<file path="src/design/cbs_pkg.sv">
package cbs_pkg;

  // stream geometry
  localparam int FRAME_WIDTH = 320;
  localparam int CENTRE      = FRAME_WIDTH / 2;

  // field widths
  localparam int CHAN_W   = 8;
  localparam int COL_W    = 9;
  localparam int COUNT_W  = 17;
  localparam int ERR_W    = 23;
  localparam int LIMIT_W  = 22;
  localparam int TARGET_W = 2;
  localparam int LEVEL_W  = 17;

  // signed column offset: must hold -CENTRE and the largest column minus CENTRE
  localparam int CENTRE_W = $clog2(CENTRE + 1);
  localparam int DIFF_W   = ((COL_W > CENTRE_W) ? COL_W : CENTRE_W) + 1;

  // config port
  localparam int CFG_INDEX_W = 3;
  localparam int CFG_DATA_W  = 22;

  localparam logic [CFG_INDEX_W-1:0] CFG_TARGET = 3'd0;
  localparam logic [CFG_INDEX_W-1:0] CFG_ALPHA  = 3'd1;
  localparam logic [CFG_INDEX_W-1:0] CFG_MIN    = 3'd2;
  localparam logic [CFG_INDEX_W-1:0] CFG_FINISH = 3'd3;
  localparam logic [CFG_INDEX_W-1:0] CFG_LIMIT  = 3'd4;

  // register reset values
  localparam logic [TARGET_W-1:0] TARGET_RST = 2'd0;
  localparam logic [CHAN_W-1:0]   ALPHA_RST  = 8'd25;
  localparam logic [LEVEL_W-1:0]  MIN_RST    = 17'd50;
  localparam logic [LEVEL_W-1:0]  FINISH_RST = 17'd55000;
  localparam logic [LIMIT_W-1:0]  LIMIT_RST  = 22'd5000;

  // target channel selector
  localparam logic [TARGET_W-1:0] TGT_RED   = 2'd0;
  localparam logic [TARGET_W-1:0] TGT_GREEN = 2'd1;
  localparam logic [TARGET_W-1:0] TGT_BLUE  = 2'd2;

  // saturation bounds
  localparam logic [COUNT_W-1:0] COUNT_MAX = {COUNT_W{1'b1}};
  localparam logic [ERR_W-1:0]   ERR_MAX   = {1'b0, {(ERR_W-1){1'b1}}};
  localparam logic [ERR_W-1:0]   ERR_MIN   = {1'b1, {(ERR_W-1){1'b0}}};

  typedef enum logic [2:0] {
    STEER_SEARCH   = 3'd0,
    STEER_RIGHT    = 3'd1,
    STEER_LEFT     = 3'd2,
    STEER_STRAIGHT = 3'd3,
    STEER_REACHED  = 3'd4
  } steer_t;

endpackage

</file>
<file path="src/design/colour_blob_steering.sv">
// Colour blob steering. Takes one RGBA pixel per transfer with its column and a
// frame_end flag, and sustains one pixel per clock while no frame_end pixel
// stalls. A pixel matches when alpha exceeds alpha_min and the selected
// target channel beats each other channel by more than 1.5x (exactly
// 2*target > 3*other); a target_colour of 3 matches nothing. Matches bump a
// saturating count and add (column - FRAME_WIDTH/2) to a saturating signed
// error. The frame_end pixel is judged first, then one result (count, error,
// steer code) is produced and both sums clear. Pipeline: input register, match
// register, accumulator/result register, output register; the output register
// lets pixels keep flowing while a result waits. Only a frame_end pixel can
// stall on an untaken result, holding later pixels. Config writes are always
// accepted (cfg_ready tied high) and must be made while no pixels are in flight.
module colour_blob_steering (
  input  logic                                clk,
  input  logic                                rst,
  // config write channel
  input  logic                                cfg_valid,
  output logic                                cfg_ready,
  input  logic [cbs_pkg::CFG_INDEX_W-1:0]     cfg_index,
  input  logic [cbs_pkg::CFG_DATA_W-1:0]      cfg_data,
  // pixel channel
  input  logic                                in_valid,
  output logic                                in_ready,
  input  logic [cbs_pkg::CHAN_W-1:0]          pix_red,
  input  logic [cbs_pkg::CHAN_W-1:0]          pix_green,
  input  logic [cbs_pkg::CHAN_W-1:0]          pix_blue,
  input  logic [cbs_pkg::CHAN_W-1:0]          pix_alpha,
  input  logic [cbs_pkg::COL_W-1:0]           pix_column,
  input  logic                                frame_end,
  // result channel
  output logic                                out_valid,
  input  logic                                out_ready,
  output logic [cbs_pkg::COUNT_W-1:0]         match_count,
  output logic signed [cbs_pkg::ERR_W-1:0]    position_error,
  output logic [2:0]                          steer_code
);

  // ---------------------------------------------------------------------------
  // Config registers
  // ---------------------------------------------------------------------------
  logic [cbs_pkg::TARGET_W-1:0] target_colour;
  logic [cbs_pkg::CHAN_W-1:0]   alpha_min;
  logic [cbs_pkg::LEVEL_W-1:0]  min_level;
  logic [cbs_pkg::LEVEL_W-1:0]  finish_level;
  logic [cbs_pkg::LIMIT_W-1:0]  steer_limit;

  assign cfg_ready = 1'b1;

  always_ff @(posedge clk) begin
    if (rst) begin
      target_colour <= cbs_pkg::TARGET_RST;
      alpha_min     <= cbs_pkg::ALPHA_RST;
      min_level     <= cbs_pkg::MIN_RST;
      finish_level  <= cbs_pkg::FINISH_RST;
      steer_limit   <= cbs_pkg::LIMIT_RST;
    end else if (cfg_valid && cfg_ready) begin
      // unknown indexes are dropped
      unique case (cfg_index)
        cbs_pkg::CFG_TARGET: target_colour <= cfg_data[cbs_pkg::TARGET_W-1:0];
        cbs_pkg::CFG_ALPHA:  alpha_min     <= cfg_data[cbs_pkg::CHAN_W-1:0];
        cbs_pkg::CFG_MIN:    min_level     <= cfg_data[cbs_pkg::LEVEL_W-1:0];
        cbs_pkg::CFG_FINISH: finish_level  <= cfg_data[cbs_pkg::LEVEL_W-1:0];
        cbs_pkg::CFG_LIMIT:  steer_limit   <= cfg_data[cbs_pkg::LIMIT_W-1:0];
        default: ;
      endcase
    end
  end

  // ---------------------------------------------------------------------------
  // Flow control. Stage order: s1 (input) -> s2 (match) -> res -> out.
  // Non-last pixels are absorbed by the accumulator and never need res.
  // ---------------------------------------------------------------------------
  logic s1_valid, s2_valid, res_valid;
  logic s2_last;
  logic out_slot_ready, res_ready, s2_ready, s2_move, res_move;

  assign out_slot_ready = !out_valid || out_ready;
  assign res_move       = res_valid && out_slot_ready;
  assign res_ready      = !res_valid || res_move;
  assign s2_move        = s2_valid && (!s2_last || res_ready);
  assign s2_ready       = !s2_valid || s2_move;
  assign in_ready       = !s1_valid || s2_ready;

  // ---------------------------------------------------------------------------
  // Stage 1: input register
  // ---------------------------------------------------------------------------
  logic [cbs_pkg::CHAN_W-1:0] s1_red, s1_green, s1_blue, s1_alpha;
  logic [cbs_pkg::COL_W-1:0]  s1_column;
  logic                       s1_last;

  always_ff @(posedge clk) begin
    if (rst) begin
      s1_valid <= 1'b0;
    end else if (in_ready) begin
      s1_valid <= in_valid;
    end
  end

  always_ff @(posedge clk) begin
    if (in_valid && in_ready) begin
      s1_red    <= pix_red;
      s1_green  <= pix_green;
      s1_blue   <= pix_blue;
      s1_alpha  <= pix_alpha;
      s1_column <= pix_column;
      s1_last   <= frame_end;
    end
  end

  // ---------------------------------------------------------------------------
  // Match test and column offset
  // ---------------------------------------------------------------------------
  // 2*t > 3*o on 10-bit values
  function automatic logic dominates(input logic [cbs_pkg::CHAN_W-1:0] t,
                                     input logic [cbs_pkg::CHAN_W-1:0] o);
    logic [cbs_pkg::CHAN_W+1:0] t2, o3;
    t2 = {1'b0, t, 1'b0};
    o3 = {2'b00, o} + {1'b0, o, 1'b0};
    return t2 > o3;
  endfunction

  logic                              s1_match;
  logic signed [cbs_pkg::DIFF_W-1:0] s1_col_ext, s1_diff;

  always_comb begin
    s1_match = 1'b0;
    if (s1_alpha > alpha_min) begin
      unique case (target_colour)
        cbs_pkg::TGT_RED:   s1_match = dominates(s1_red,   s1_green) && dominates(s1_red,   s1_blue);
        cbs_pkg::TGT_GREEN: s1_match = dominates(s1_green, s1_red)   && dominates(s1_green, s1_blue);
        cbs_pkg::TGT_BLUE:  s1_match = dominates(s1_blue,  s1_red)   && dominates(s1_blue,  s1_green);
        default:            s1_match = 1'b0;   // unused selector
      endcase
    end
  end

  assign s1_col_ext = cbs_pkg::DIFF_W'({1'b0, s1_column});
  assign s1_diff    = s1_col_ext - cbs_pkg::DIFF_W'(cbs_pkg::CENTRE);

  // ---------------------------------------------------------------------------
  // Stage 2: match register
  // ---------------------------------------------------------------------------
  logic                              s2_match;
  logic signed [cbs_pkg::DIFF_W-1:0] s2_diff;

  always_ff @(posedge clk) begin
    if (rst) begin
      s2_valid <= 1'b0;
    end else if (s2_ready) begin
      s2_valid <= s1_valid;
    end
  end

  always_ff @(posedge clk) begin
    if (s1_valid && s2_ready) begin
      s2_match <= s1_match;
      s2_diff  <= s1_diff;
      s2_last  <= s1_last;
    end
  end

  // ---------------------------------------------------------------------------
  // Accumulators with saturation
  // ---------------------------------------------------------------------------
  logic [cbs_pkg::COUNT_W-1:0]      count_acc, count_acc_next;
  logic signed [cbs_pkg::ERR_W-1:0] error_acc, error_acc_next;
  logic signed [cbs_pkg::ERR_W:0]   err_sum;

  assign err_sum = (cbs_pkg::ERR_W+1)'(error_acc) + (cbs_pkg::ERR_W+1)'(s2_diff);

  always_comb begin
    count_acc_next = count_acc;
    error_acc_next = error_acc;
    if (s2_match) begin
      if (count_acc != cbs_pkg::COUNT_MAX) begin
        count_acc_next = count_acc + 1'b1;
      end
      // top two bits disagree: sum left the 23-bit range
      if (err_sum[cbs_pkg::ERR_W] != err_sum[cbs_pkg::ERR_W-1]) begin
        error_acc_next = err_sum[cbs_pkg::ERR_W] ? cbs_pkg::ERR_MIN : cbs_pkg::ERR_MAX;
      end else begin
        error_acc_next = err_sum[cbs_pkg::ERR_W-1:0];
      end
    end
  end

  always_ff @(posedge clk) begin
    if (rst) begin
      count_acc <= '0;
      error_acc <= '0;
    end else if (s2_move) begin
      if (s2_last) begin
        count_acc <= '0;
        error_acc <= '0;
      end else begin
        count_acc <= count_acc_next;
        error_acc <= error_acc_next;
      end
    end
  end

  // ---------------------------------------------------------------------------
  // Result register: frame totals
  // ---------------------------------------------------------------------------
  logic [cbs_pkg::COUNT_W-1:0]      res_count;
  logic signed [cbs_pkg::ERR_W-1:0] res_error;

  always_ff @(posedge clk) begin
    if (rst) begin
      res_valid <= 1'b0;
    end else if (res_ready) begin
      res_valid <= s2_move && s2_last;
    end
  end

  always_ff @(posedge clk) begin
    if (s2_move && s2_last) begin
      res_count <= count_acc_next;
      res_error <= error_acc_next;
    end
  end

  // ---------------------------------------------------------------------------
  // Steering decision
  // ---------------------------------------------------------------------------
  logic signed [cbs_pkg::ERR_W:0] res_err_ext, lim_pos, lim_neg;
  cbs_pkg::steer_t                res_steer;

  assign res_err_ext = (cbs_pkg::ERR_W+1)'(res_error);
  assign lim_pos     = (cbs_pkg::ERR_W+1)'(steer_limit);
  assign lim_neg     = -lim_pos;

  always_comb begin
    priority if (res_count > finish_level) begin
      res_steer = cbs_pkg::STEER_REACHED;
    end else if (res_count <= min_level) begin
      res_steer = cbs_pkg::STEER_SEARCH;
    end else if (res_err_ext > lim_pos) begin
      res_steer = cbs_pkg::STEER_RIGHT;
    end else if (res_err_ext < lim_neg) begin
      res_steer = cbs_pkg::STEER_LEFT;
    end else begin
      res_steer = cbs_pkg::STEER_STRAIGHT;
    end
  end

  // ---------------------------------------------------------------------------
  // Output register
  // ---------------------------------------------------------------------------
  always_ff @(posedge clk) begin
    if (rst) begin
      out_valid <= 1'b0;
    end else if (out_slot_ready) begin
      out_valid <= res_valid;
    end
  end

  always_ff @(posedge clk) begin
    if (res_move) begin
      match_count    <= res_count;
      position_error <= res_error;
      steer_code     <= res_steer;
    end
  end

  // ---------------------------------------------------------------------------
  // Assertions
  // ---------------------------------------------------------------------------
  // a frame_end pixel leaving s2 clears both sums
  a_clear_on_last: assert property (@(posedge clk) disable iff (rst)
    s2_move && s2_last |=> count_acc == '0 && error_acc == '0)
    else $error("accumulators not cleared after frame end");

  // a saturated count stays saturated within a frame
  a_count_sat: assert property (@(posedge clk) disable iff (rst)
    s2_move && !s2_last && count_acc == cbs_pkg::COUNT_MAX |=> count_acc == cbs_pkg::COUNT_MAX)
    else $error("match count wrapped");

  // a waiting result is not overwritten by the next frame
  a_res_held: assert property (@(posedge clk) disable iff (rst)
    res_valid && !res_move |=> res_valid && $stable(res_count) && $stable(res_error))
    else $error("pending result lost");

  // reached code only with a count above the finish level
  a_reached: assert property (@(posedge clk) disable iff (rst)
    res_valid && res_steer == cbs_pkg::STEER_REACHED |-> res_count > finish_level)
    else $error("reached code without count above finish level");

endmodule
</file>
<file path="config.mk">
export PLATFORM = sky130hd
export DESIGN_NAME = colour_blob_steering
export DESIGN_NICKNAME = d
export VERILOG_FILES = /design/src/design/cbs_pkg.sv /design/src/design/colour_blob_steering.sv
export SDC_FILE = /design/constraint.sdc
export NUM_CORES = 1
export LEC_CHECK = 0
export BUFFER_PORTS_ARGS = -buffer_cell sky130_fd_sc_hd__buf_2
export CAP_MARGIN = 40
export CORE_UTILIZATION = 40
export CTS_CLUSTER_SIZE = 12
export DETAILED_ROUTE_END_ITERATION = 8
export PLACE_DENSITY = 0.66
export SYNTH_ARGS = -nofsm -noshare
export SYNTH_HDL_FRONTEND = slang
export SYNTH_SLANG_ARGS = --single-unit
</file>
<file path="constraint.sdc">
create_clock -name clk -period 4.5 [get_ports clk]
set_input_delay 0.225 -clock clk [delete_from_list [all_inputs] [get_ports clk]]
set_output_delay 0.225 -clock clk [all_outputs]
set_load 0.1 [all_outputs]
</file>
Word level (Yosys, flattened, before mapping) --
Index checks and enable logic that the tools add are counted.
Storage, ports and cells: register bits after elaboration 247, input port bits 72, logic and storage cells 90
Operators by class: add/subtract/negate cells 7, magnitude comparators 11, equal/unequal tests 8, multiplexer cells 10, reductions and logical operators 27
Operator list (number):
- two-way mux 23 bit | 4
- > comparator 9 x 10 -> 1 bit | 6
- two-way mux 17 bit | 3
- adder 8 x 9 -> 10 bit | 3
- adder 23 x 10 -> 24 bit | 1
- less-than comparator 23 x 24 -> 1 bit | 1
- negator 22 -> 24 bit | 1
- > comparator 23 bit | 1
- adder 17 x 1 -> 17 bit, second input constant | 1
- > comparator 17 bit | 1
- <= comparator 17 bit | 1
- inequality test 17 bit, second input constant | 1
- AND reduction 2 bit | 5
- subtractor 9 x 8 -> 10 bit, second input constant | 1
- > comparator 8 bit | 1
- logical AND 1 bit | 8
- equality test 3 x 2 -> 1 bit, second input constant | 2
- zero test 1 bit | 5
- logical OR 1 bit | 5
- equality test 3 x 1 -> 1 bit, second input constant | 1
- equality test 3 bit, second input constant | 1
- zero test 3 bit | 1
- one-hot mux 1 bit (3 select lines) | 1
- OR reduction 3 bit | 1
- other kinds (7) | 7

Longest topological paths before layout --
Gate-level depths: netlist of the first run.
depth after elaboration 9, depth in mapped cells 17, depth with buffers taken out 17

Least setup slack after synthesis of the first run --
No wires, ideal clock.
path type register -> register, start register out_valid, end register s1_alpha[0] in the netlist's numbering, enable pin, arrival time 3.213 ns, path slack 0.832 ns, cell stages (with the launch flop) 5, path buffers 0, period minus slack after synthesis 3.668 ns, cells stage by stage dfxtp_1 > nor2b_1 > nand4_1 > inv_1 > a21oi_1
On the way: longest elaborated chain between the ends 9
RTL lines:
- start: declaration | RTL line colour_blob_steering.sv:31 | output logic out_valid,
- start signal: assignment | RTL line colour_blob_steering.sv:254 | out_valid <= res_valid;
- zero test 1 bit | RTL line colour_blob_steering.sv:77 | assign out_slot_ready = !out_valid || out_ready;
- logical OR 1 bit | RTL line colour_blob_steering.sv:77
- logical AND 1 bit | RTL line colour_blob_steering.sv:78 | assign res_move = res_valid && out_slot_ready;
- logical OR 1 bit | RTL line colour_blob_steering.sv:79 | assign res_ready = !res_valid || res_move;
- logical OR 1 bit | RTL line colour_blob_steering.sv:80 | assign s2_move = s2_valid && (!s2_last || res_ready);
- logical AND 1 bit | RTL line colour_blob_steering.sv:80
- logical OR 1 bit | RTL line colour_blob_steering.sv:81 | assign s2_ready = !s2_valid || s2_move;
- logical OR 1 bit | RTL line colour_blob_steering.sv:82 | assign in_ready = !s1_valid || s2_ready;
- logical AND 1 bit | RTL line colour_blob_steering.sv:100 | if (in_valid && in_ready) begin
- end signal: assignment | RTL line colour_blob_steering.sv:104 | s1_alpha <= pix_alpha;
- end: declaration | RTL line colour_blob_steering.sv:87 | logic [cbs_pkg::CHAN_W-1:0] s1_red, s1_green, s1_blue, s1_alpha;
No other way between the ends. A chain may end at the register's enable or synchronous reset.

Worst setup path in the final report of the first run --
start register steer_limit[2] in the netlist's numbering, end register steer_code[0] (data pin)
On the way: longest elaborated chain between the ends 4, elaborated cells between the ends (all ways) 5
RTL lines:
- start: declaration | RTL line colour_blob_steering.sv:45 | logic [cbs_pkg::LIMIT_W-1:0] steer_limit;
- start signal: assignment | RTL line colour_blob_steering.sv:55 | steer_limit <= cbs_pkg::LIMIT_RST;
- start signal: assignment | RTL line colour_blob_steering.sv:63 | cbs_pkg::CFG_LIMIT: steer_limit <= cfg_data[cbs_pkg::LIMIT_W-1:0];
- negator 22 -> 24 bit | RTL line colour_blob_steering.sv:231 | assign lim_neg = -lim_pos;
- less-than comparator 23 x 24 -> 1 bit | RTL line colour_blob_steering.sv:240 | end else if (res_err_ext < lim_neg) begin
- two-way mux 1 bit | RTL line colour_blob_steering.sv:240
- two-way mux 2 bit (*) | RTL line colour_blob_steering.sv:238 | end else if (res_err_ext > lim_pos) begin
- end signal: assignment | RTL line colour_blob_steering.sv:262 | steer_code <= res_steer;
- end: declaration | RTL line colour_blob_steering.sv:35 | output logic [2:0] steer_code
Mark *: on every way between the ends. The rest lies on a longest branch, timed or not.

==> summary.txt, run 1 <==
PWR
----------------------------------------------------------------------------------------------------
Power Total ...........................................................................      6.20 mW
Reg power frac ........................................................................        41.5%
Internal Dissipation ..................................................................      4.45 mW
Switching component of the power ......................................................      1.75 mW
Static leakage ........................................................................      7.32 nW
Part of the power in combinational logic ..............................................        19.7%
Share of total power consumed by net switching ........................................        28.2%
Peak supply drop ......................................................................   0.000315 V
Fraction of power consumed by the clock network .......................................        38.8%
Power Dens Cells ......................................................................   350 mW/mm²

DIE
----------------------------------------------------------------------------------------------------
Die Ht ................................................................................       196 µm
Row Count .............................................................................           70
Floorplan die width ...................................................................       196 µm
I/O pin count .........................................................................          118
Total die area ........................................................................   0.0382 mm²
CORE AREA .............................................................................   0.0367 mm²
Starting density of the core ..........................................................        40.8%

SETUP PATH
----------------------------------------------------------------------------------------------------
CP Capture Type .......................................................................    flip-flop
CP Class ..............................................................................   reg -> reg
Crit start category ...................................................................    flip-flop
Req. time, crit path ..................................................................      4830 ps
Critical path's top delay family ...................................................... simple AND/OR/NAND/NOR gates
Delay of the slowest critical-path stage ..............................................       490 ps
Crit path arrival time ................................................................      4380 ps
Largest fanout on the critical path ...................................................            5
Cells along the critical path ......................................................... nor4_1, nand3_1, or4_1, nor4_1, nand2_1, nor2_1, nand2_1, xnor2_1, ha_1, a21o_1, a21o_1, a21o_1, a21oi_1, nor2b_1, o21ai_0, a41oi_1, o21a_1
Number of buffer and inverter stages on the critical path .............................            0
Cell repeated most along the worst path ............................................... sky130_fd_sc_hd__a21o_1
Cell type of the slowest stage on the worst timing path ............................... sky130_fd_sc_hd__or4_1

GLOBAL ROUTING
----------------------------------------------------------------------------------------------------
Global route overflow .................................................................            0
First-pass GRT wire length ............................................................     61300 µm
Largest net degree at the start of global routing .....................................           73
Antenna violations before repair ......................................................            0
Number of global-route vias before repair .............................................        12000
Global Route Usage Sum ................................................................        20.0%

CTS
----------------------------------------------------------------------------------------------------
CTS Buf Count .........................................................................           29
H-tree levels .........................................................................            1
Clock tree from TritonCTS .............................................................          yes
Number of instances resized during post-cts repair ....................................            0
Post-CTS Setup Repair Bufs ............................................................            0
Clock-pin slew reported for the worst setup and hold paths after clock tree synthesis .        60 ps
Number of sinks handled by clock tree synthesis .......................................          247
Worst-skew pair later-pin latency .....................................................       580 ps
CTS Root Cell ......................................................................... sky130_fd_sc_hd__clkbuf_16
Bufs on Longest Clock Path ............................................................            3

DETAILED ROUTING
----------------------------------------------------------------------------------------------------
Via total after detailed routing ......................................................        11900
Detailed Routing Iterations Pass 1 ....................................................            5
ANT nets after route ..................................................................            0
Routed wire length per instance .......................................................      17.6 µm
Starting DRC count in detailed routing ................................................          598
Routed wire length ....................................................................     38200 µm
Vias per std cell .....................................................................         5.49
Final routed DRC violation total ......................................................            0

STA
----------------------------------------------------------------------------------------------------
Final Critical Period .................................................................      4050 ps
Setup repair after global routing missed its margin ...................................           no
Worst-Margin Slew .....................................................................       847 ps
Setup TNS .............................................................................         0 ps
Final setup violation count ...........................................................            0
Max Transition Viols Final ............................................................            0
Final count of hold timing violations .................................................            0
Crit share post-route .................................................................        90.0%
Maximum clock rate ....................................................................      247 MHz
Post-Route Skew .......................................................................      15.5 ps
Tightest slew margin relative to the limit ............................................        43.6%

CELLS AND AREA
----------------------------------------------------------------------------------------------------
Layout Area Growth over Synthesis .....................................................        18.3%
Ant. Diodes ...........................................................................            0
Fraction of final layout cells with drive strength greater than 1 .....................        12.9%
Fin cells .............................................................................         2169
Nets ..................................................................................         1922
Final-layout fill cell count ..........................................................         3395

SYNTH
----------------------------------------------------------------------------------------------------
Synthesized area per cell .............................................................     9.94 µm²
Flop and latch count out of synthesis .................................................          247
Number of cells produced by synthesis .................................................         1508
Top cells by area, synth .............................................................. sky130_fd_sc_hd__edfxtp_1 27%, sky130_fd_sc_hd__dfxtp_1 15%, sky130_fd_sc_hd__ha_1 14%
Sequential element share of the synthesized area ......................................        42.1%
Number of different library cells in the post-synthesis netlist .......................           91
Cell type with the largest total area after synthesis ................................. sky130_fd_sc_hd__edfxtp_1
Async set or reset register ratio after synthesis .....................................           0%
Proportion of netlist area held by the largest area contributor .......................        27.4%
Mapped Area ...........................................................................   0.0150 mm²
Post-synth top flop ................................................................... sky130_fd_sc_hd__edfxtp_1
Number of enable flip-flop cells after synthesis ......................................          137
Warnings from Yosys ...................................................................            0
Mapped Nets ...........................................................................         1752

PLACEMENT
----------------------------------------------------------------------------------------------------
Number of port buffers ................................................................          116
HPWL after DPL ........................................................................     28000 µm
GP Congestion .........................................................................        0.909
Inst Count DP .........................................................................         2049

RUN STATUS
----------------------------------------------------------------------------------------------------
Result of the run ..................................................................... complete, no violations

FLOW RUN
----------------------------------------------------------------------------------------------------
Number of max-capacitance violations reported .........................................            0

WORST HOLD PATH
----------------------------------------------------------------------------------------------------
Hold/Removal Path Class ...............................................................    in -> reg

==> registers in the layout (all words and copies together) (netlist names), 3 cells and up <==
register,count
s1_column,9
s2_diff,10
finish_level,17
steer_limit,22
s1_red,8
min_level,17
count_acc,17
error_acc,23
res_error,23
s1_alpha,8
match_count,17
position_error,23
res_count,17
s1_blue,8
steer_code,3
alpha_min,8
s1_green,8
==> layer usage <==
layer	wire length, µm	track usage (%)	part of all wire, %	vias to the layer above
met3	1930	2.92	5.1	63
met2	17900	34.5	47	273
met1	17300	25.6	45	5663
met4	1060	6.21	2.8	0
li1	-	-	-	5907
met5	0	0	0	-
==> cells by family after synthesis <==
| logic type | after synthesis | share of synthesized area (%) |
|---|---|---|
| fa+ha+maj | 180 | 15.2 |
| mux | 16 | 1.22 |
| other cells | 1 | 0.0250 |
| compound gates | 398 | 18.3 |
| simple gates | 434 | 14.5 |
| xor+xnor | 81 | 4.73 |
| buf+inv | 151 | 4.01 |
| flops | 247 | 42.1 |
==> Yosys cell counts, drive strengths merged, types with 4 or more instances <==
| cell type | n |
|---|---|
| o21ai | 60 |
| and2 | 5 |
| fa | 4 |
| or3 | 8 |
| and4 | 6 |
| maj3 | 8 |
| mux2i | 7 |
| nand3b | 21 |
| a211oi | 15 |
| a221o | 17 |
| edfxtp | 137 |
| nand2b | 11 |
| o21a | 18 |
| nor3b | 10 |
| or4 | 4 |
| inv | 95 |
| clkbuf | 42 |
| o211ai | 8 |
| and3 | 11 |
| o21bai | 10 |
| a21oi | 125 |
| nand3 | 16 |
| nor2b | 23 |
| ha | 168 |
| xnor2 | 50 |
| a22oi | 8 |
| dfxtp | 110 |
| o31ai | 4 |
| a21o | 53 |
| a2111oi | 4 |
| nor3 | 22 |
| a22o | 5 |
| mux2 | 9 |
| buf | 14 |
| a211o | 15 |
| a31o | 6 |
| o2bb2ai | 14 |
| a31oi | 6 |
| nor2 | 92 |
| nand4 | 36 |
| nor4 | 7 |
| xor2 | 31 |
| nand2 | 152 |
==> timing repair <==
| item | in CTS | in global routing |
|---|---|---|
| endpoints found under the hold margin | 106 | 0 |
| hold buffers | 66 | 0 |
| endpoints found under the setup margin | 0 | 0 |
==> cell type report <==
| cell class | instances | area, µm² | area share [%] |
|---|---|---|---|
| clock buffers | 41 | 855 | 4.82 |
| inverters | 95 | 357 | 2.01 |
| flip-flops and latches | 247 | 6320 | 35.6 |
| repair buffers | 195 | 1380 | 7.80 |
| clock inverters | 13 | 135 | 0.762 |
| well taps | 468 | 586 | 3.30 |
| multi-input cells | 1110 | 8090 | 45.7 |
==> worst min-delay path, cell delays in order <==
cell	delay, ps
sky130_fd_sc_hd__buf_2	110
sky130_fd_sc_hd__buf_4	200
sky130_fd_sc_hd__nor2_1	110
==> worst paths after layout <==
path / startpoint / end / slack, ps / depth (start not counted)
setup / recovery: steer_limit[2] / steer_code[0] / 450 / 17
hold / removal: rst / alpha_min[5] / 110 / 3
setup reg to reg: steer_limit[2] / steer_code[0] / 450 / 17
hold reg to reg: s1_column[1] / s2_diff[1] / 420 / 0
==> through the flow <==
step / hold WS, ps / setup slack, ps / cell area (µm²) / util (%)
6_report: 110 / 452 / 17700 / 48.3
5_1_grt: 104 / 0.936 / 17700 / 48.3
4_1_cts: 79.5 / 467 / 17700 / 48.3
3_5_place_dp: 403 / 487 / 16100 / 43.8
3_3_place_gp: 402 / 472 / 16000 / 43.6
2_1_floorplan: 324 / 832 / 15000 / -
==> power by group through the flow <==
stage,Combinational [mW],Clock [mW],Sequential (mW)
5_1_grt,1.36,2.55,2.58
3_5_place_dp,1.16,0,2.62
4_1_cts,1.21,2.47,2.57
6_report,1.22,2.40,2.57
2_1_floorplan,0.859,0,2.61
3_3_place_gp,1.11,0,2.62
==> cells in the final DEF, fill, tap and decap left out, types with 8 or more instances in the layout <==
cell type and instances:
sky130_fd_sc_hd__a211o_1 14, sky130_fd_sc_hd__a211oi_1 15, sky130_fd_sc_hd__a21o_1 53, sky130_fd_sc_hd__a21oi_1 123, sky130_fd_sc_hd__a221o_1 17, sky130_fd_sc_hd__a22oi_1 8
sky130_fd_sc_hd__and3_1 9, sky130_fd_sc_hd__buf_2 116, sky130_fd_sc_hd__buf_4 9, sky130_fd_sc_hd__clkbuf_16 32, sky130_fd_sc_hd__dfxtp_1 110, sky130_fd_sc_hd__dlygate4sd3_1 66
sky130_fd_sc_hd__edfxtp_1 137, sky130_fd_sc_hd__ha_1 168, sky130_fd_sc_hd__inv_1 94, sky130_fd_sc_hd__nand2_1 152, sky130_fd_sc_hd__nand2b_1 11, sky130_fd_sc_hd__nand3_1 15
sky130_fd_sc_hd__nand3b_1 21, sky130_fd_sc_hd__nand4_1 36, sky130_fd_sc_hd__nor2_1 90, sky130_fd_sc_hd__nor2b_1 22, sky130_fd_sc_hd__nor3_1 20, sky130_fd_sc_hd__nor3b_1 10
sky130_fd_sc_hd__o21a_1 17, sky130_fd_sc_hd__o21ai_0 51, sky130_fd_sc_hd__o21ai_1 9, sky130_fd_sc_hd__o21bai_1 10, sky130_fd_sc_hd__o2bb2ai_1 14, sky130_fd_sc_hd__or3_1 8
sky130_fd_sc_hd__xnor2_1 50, sky130_fd_sc_hd__xor2_1 31
No activity file was read; power rests on OpenSTA's default activity.
==> inputs of run 2 (changes only) <==
CTS_CLUSTER_DIAMETER = 80   (was default)
PLACE_DENSITY = 0.64   (was 0.66)
==> run 2 against run 1 <==
  * First-iteration DRC count rose by 0.84%
  * Power shrank 8.5%
  * Non-clock buffer count stayed put
  * Clock power is 22% lower
  * Combinational power about the same
  * Critical path type unchanged
  * Largest cell class unchanged
==> summary.txt, run 2 (same netlist as run 1, synthesis figures left out) <==
DIE
----------------------------------------------------------------------------------------------------
CORE AREA .............................................................................   0.0367 mm²   unchanged
Starting density of the core ..........................................................        40.8%   unchanged
I/O pin count .........................................................................          118   unchanged
Row Count .............................................................................           70   unchanged
Total die area ........................................................................   0.0382 mm²   unchanged
Floorplan die width ...................................................................       196 µm   unchanged
Die Ht ................................................................................       196 µm   unchanged

PLACEMENT
----------------------------------------------------------------------------------------------------
GP Congestion .........................................................................        0.898   was 0.909
HPWL after DPL ........................................................................     28600 µm   was 28000 µm
Number of port buffers ................................................................          116   unchanged
Post-Place Setup Slack ................................................................       541 ps   was 487 ps
Cell area after placement .............................................................   0.0161 mm²   about the same

STA
----------------------------------------------------------------------------------------------------
Setup TNS .............................................................................         0 ps   unchanged
Final setup violation count ...........................................................            0   unchanged
Final count of hold timing violations .................................................            0   unchanged
Max Transition Viols Final ............................................................            0   unchanged
Crit share post-route .................................................................        88.7%   was 90.0%
Post-Route Hold Slack .................................................................      22.9 ps   was 110 ps
Setup repair after global routing missed its margin ...................................           no   unchanged
Final Critical Period .................................................................      3990 ps   was 4050 ps
Maximum clock rate ....................................................................      250 MHz   was 247 MHz
Worst-Margin Slew .....................................................................       822 ps   was 847 ps
Tightest slew margin relative to the limit ............................................        45.2%   was 43.6%
Post-Route Skew .......................................................................      10.8 ps   was 15.5 ps
Post-route worst setup slack ..........................................................       507 ps   was 452 ps

PWR
----------------------------------------------------------------------------------------------------
Fraction of power consumed by the clock network .......................................        33.1%   was 38.8%
Power Dens Cells ......................................................................   325 mW/mm²   was 350 mW/mm²
Reg power frac ........................................................................        45.4%   was 41.5%
Internal Dissipation ..................................................................      4.03 mW   was 4.45 mW
Static leakage ........................................................................      7.16 nW   was 7.32 nW
Share of total power consumed by net switching ........................................        28.9%   was 28.2%
Switching component of the power ......................................................      1.64 mW   was 1.75 mW
Part of the power in combinational logic ..............................................        21.5%   was 19.7%
Peak supply drop ......................................................................   0.000251 V   was 0.000315 V

CELLS AND AREA
----------------------------------------------------------------------------------------------------
Finished layout cell area .............................................................   0.0174 mm²   was 0.0177 mm²
Nets ..................................................................................         1917   was 1922
Most frequent cells in the layout ..................................................... 168 x sky130_fd_sc_hd__ha_1, 152 x sky130_fd_sc_hd__nand2_1, 137 x sky130_fd_sc_hd__edfxtp_1   unchanged
Fraction of final layout cells with drive strength greater than 1 .....................        12.0%   was 12.9%
Final core utilization ................................................................        47.5%   was 48.3%
Area of combinational cells with multiple inputs ......................................  0.00809 mm²   unchanged
Leading cell type in the layout, fill and taps excluded ............................... sky130_fd_sc_hd__ha_1   unchanged
Final-layout fill cell count ..........................................................         3429   was 3395
Largest registers ..................................................................... error_acc (23), position_error (23), res_error (23)   unchanged
Layout Area Growth over Synthesis .....................................................        16.4%   was 18.3%
Area of all sequential standard cells .................................................  0.00632 mm²   unchanged

CTS
----------------------------------------------------------------------------------------------------
Number of sinks handled by clock tree synthesis .......................................          247   unchanged
Clock tree from TritonCTS .............................................................          yes   unchanged
Bufs on Longest Clock Path ............................................................            3   unchanged
Clock-pin slew reported for the worst setup and hold paths after clock tree synthesis .        60 ps   about the same
H-tree levels .........................................................................            1   unchanged
CTS Root Cell ......................................................................... sky130_fd_sc_hd__clkbuf_16   unchanged
Number of buffers inserted by hold repair at cts ......................................           64   was 66
Post-CTS Setup Repair Bufs ............................................................            0   unchanged
CTS Buf Count .........................................................................           24   was 29
Worst-skew pair later-pin latency .....................................................       540 ps   was 580 ps
Number of instances resized during post-cts repair ....................................            0   unchanged

SETUP PATH
----------------------------------------------------------------------------------------------------
Req. time, crit path ..................................................................      4800 ps   was 4830 ps
Crit. Startpoint ...................................................................... steer_limit[2]   unchanged
Reg-to-reg startpoint ................................................................. steer_limit[2]   unchanged
Crit path arrival time ................................................................      4290 ps   was 4380 ps
Cell repeated most along the worst path ............................................... sky130_fd_sc_hd__a21o_1   unchanged
Delay of the slowest critical-path stage ..............................................       490 ps   about the same
Crit start category ...................................................................    flip-flop   unchanged
Cell type of the slowest stage on the worst timing path ............................... sky130_fd_sc_hd__or4_1   unchanged
Largest fanout on the critical path ...................................................            5   unchanged
Number of buffer and inverter stages on the critical path .............................            0   unchanged
Cells along the critical path ......................................................... nor4_1, nand3_1, or4_1, nor4_1, nand2_1, nor2_1, nand2_1, xnor2_1, ha_1, a21o_1, a21o_1, a21o_1, a21oi_1, nor2b_1, o21ai_0, a41oi_1, o21a_1   unchanged
CP Class ..............................................................................   reg -> reg   unchanged
Critical path's top delay family ...................................................... simple AND/OR/NAND/NOR gates   unchanged
CP Capture Type .......................................................................    flip-flop   unchanged

DETAILED ROUTING
----------------------------------------------------------------------------------------------------
Final routed DRC violation total ......................................................            0   unchanged
Detailed Routing Iterations Pass 1 ....................................................            5   unchanged
ANT nets after route ..................................................................            0   unchanged
Starting DRC count in detailed routing ................................................          603   was 598
Routed wire length ....................................................................     38200 µm   about the same
Routed wire length per instance .......................................................      17.7 µm   was 17.6 µm
Via total after detailed routing ......................................................        11900   about the same
Vias per std cell .....................................................................         5.49   about the same

GLOBAL ROUTING
----------------------------------------------------------------------------------------------------
Antenna violations before repair ......................................................            3   was 0
First-pass GRT wire length ............................................................     61200 µm   was 61300 µm
Number of global-route vias before repair .............................................        11700   was 12000
Largest net degree at the start of global routing .....................................           59   was 73
Global route overflow .................................................................            0   unchanged
Global Route Usage Sum ................................................................        20.1%   was 20.0%

FLOW RUN
----------------------------------------------------------------------------------------------------
Number of max-capacitance violations reported .........................................            0   unchanged

RUN STATUS
----------------------------------------------------------------------------------------------------
Result of the run ..................................................................... complete, no violations   unchanged

WORST HOLD PATH
----------------------------------------------------------------------------------------------------
Hold/Removal Path Class ...............................................................    in -> reg   unchanged
Start point of the worst min-delay path ...............................................  cfg_data[0]   was rst

[run 2: changes by cell type in the layout (fill, tap and decap cells not counted), sizes merged, moves of 2 or more]
cell,previous run,this run
dlygate4sd3,66,64
inv,99,95
bufinv,2,0
clkbuf,41,43
clkinv,7,1
[run 2: final timing paths]
check / endpoint / slack [ps] / depth (start not counted)
max: steer_code[0] / 510 / 17
min: steer_limit[0] / 20 / 3
max reg2reg: steer_code[0] / 510 / 17
min reg2reg: s2_last / 420 / 0
[run 2: layout make-up]
class	count	share of cell area (%)
multi-input cells	1110	46.4
flip-flops and latches	247	36.2
repair buffers	195	7.95
clock buffers	43	3.92
well taps	468	3.36
inverters	95	2.04
clock inverters	1	0.0933
diodes	1	0.0143
[run 2: layer usage]
layer | global-route usage [%] | up-vias | share of wire [%]
li1 | - | 5899 | -
met1 | 26.7 | 5623 | 46
met2 | 34.5 | 270 | 47
met3 | 2.69 | 58 | 4.5
met4 | 5.02 | 2 | 2.4
met5 | 0 | - | 0.034
[run 2: worst reg2reg max path, stage by stage (launching register included)]
cell,delay (ps)
sky130_fd_sc_hd__dfxtp_1,360
sky130_fd_sc_hd__nor4_1,390
sky130_fd_sc_hd__nand3_1,190
sky130_fd_sc_hd__or4_1,490
sky130_fd_sc_hd__nor4_1,300
sky130_fd_sc_hd__nand2_1,140
sky130_fd_sc_hd__nor2_1,210
sky130_fd_sc_hd__nand2_1,100
sky130_fd_sc_hd__xnor2_1,130
sky130_fd_sc_hd__ha_1,290
sky130_fd_sc_hd__a21o_1,180
sky130_fd_sc_hd__a21o_1,170
sky130_fd_sc_hd__a21o_1,160
sky130_fd_sc_hd__a21oi_1,150
sky130_fd_sc_hd__nor2b_1,60
sky130_fd_sc_hd__o21ai_0,140
sky130_fd_sc_hd__a41oi_1,130
sky130_fd_sc_hd__o21a_1,180
[run 2: stage by stage]
step | power (mW) | instances
after floorplan | 3.47 | 1508
after global routing | 5.97 | 2159
final | 5.67 | 2160
after detailed placement | 3.78 | 2051
after global placement | 3.74 | 2044
after CTS | 5.73 | 2159
[run 2: power groups by stage]
stage / Sequential (mW) / Combinational [mW] / Clock [mW]
2_1_floorplan: 2.61 / 0.859 / 0
3_3_place_gp: 2.62 / 1.12 / 0
3_5_place_dp: 2.62 / 1.16 / 0
4_1_cts: 2.57 / 1.22 / 1.94
5_1_grt: 2.58 / 1.37 / 2.02
6_report: 2.57 / 1.22 / 1.88
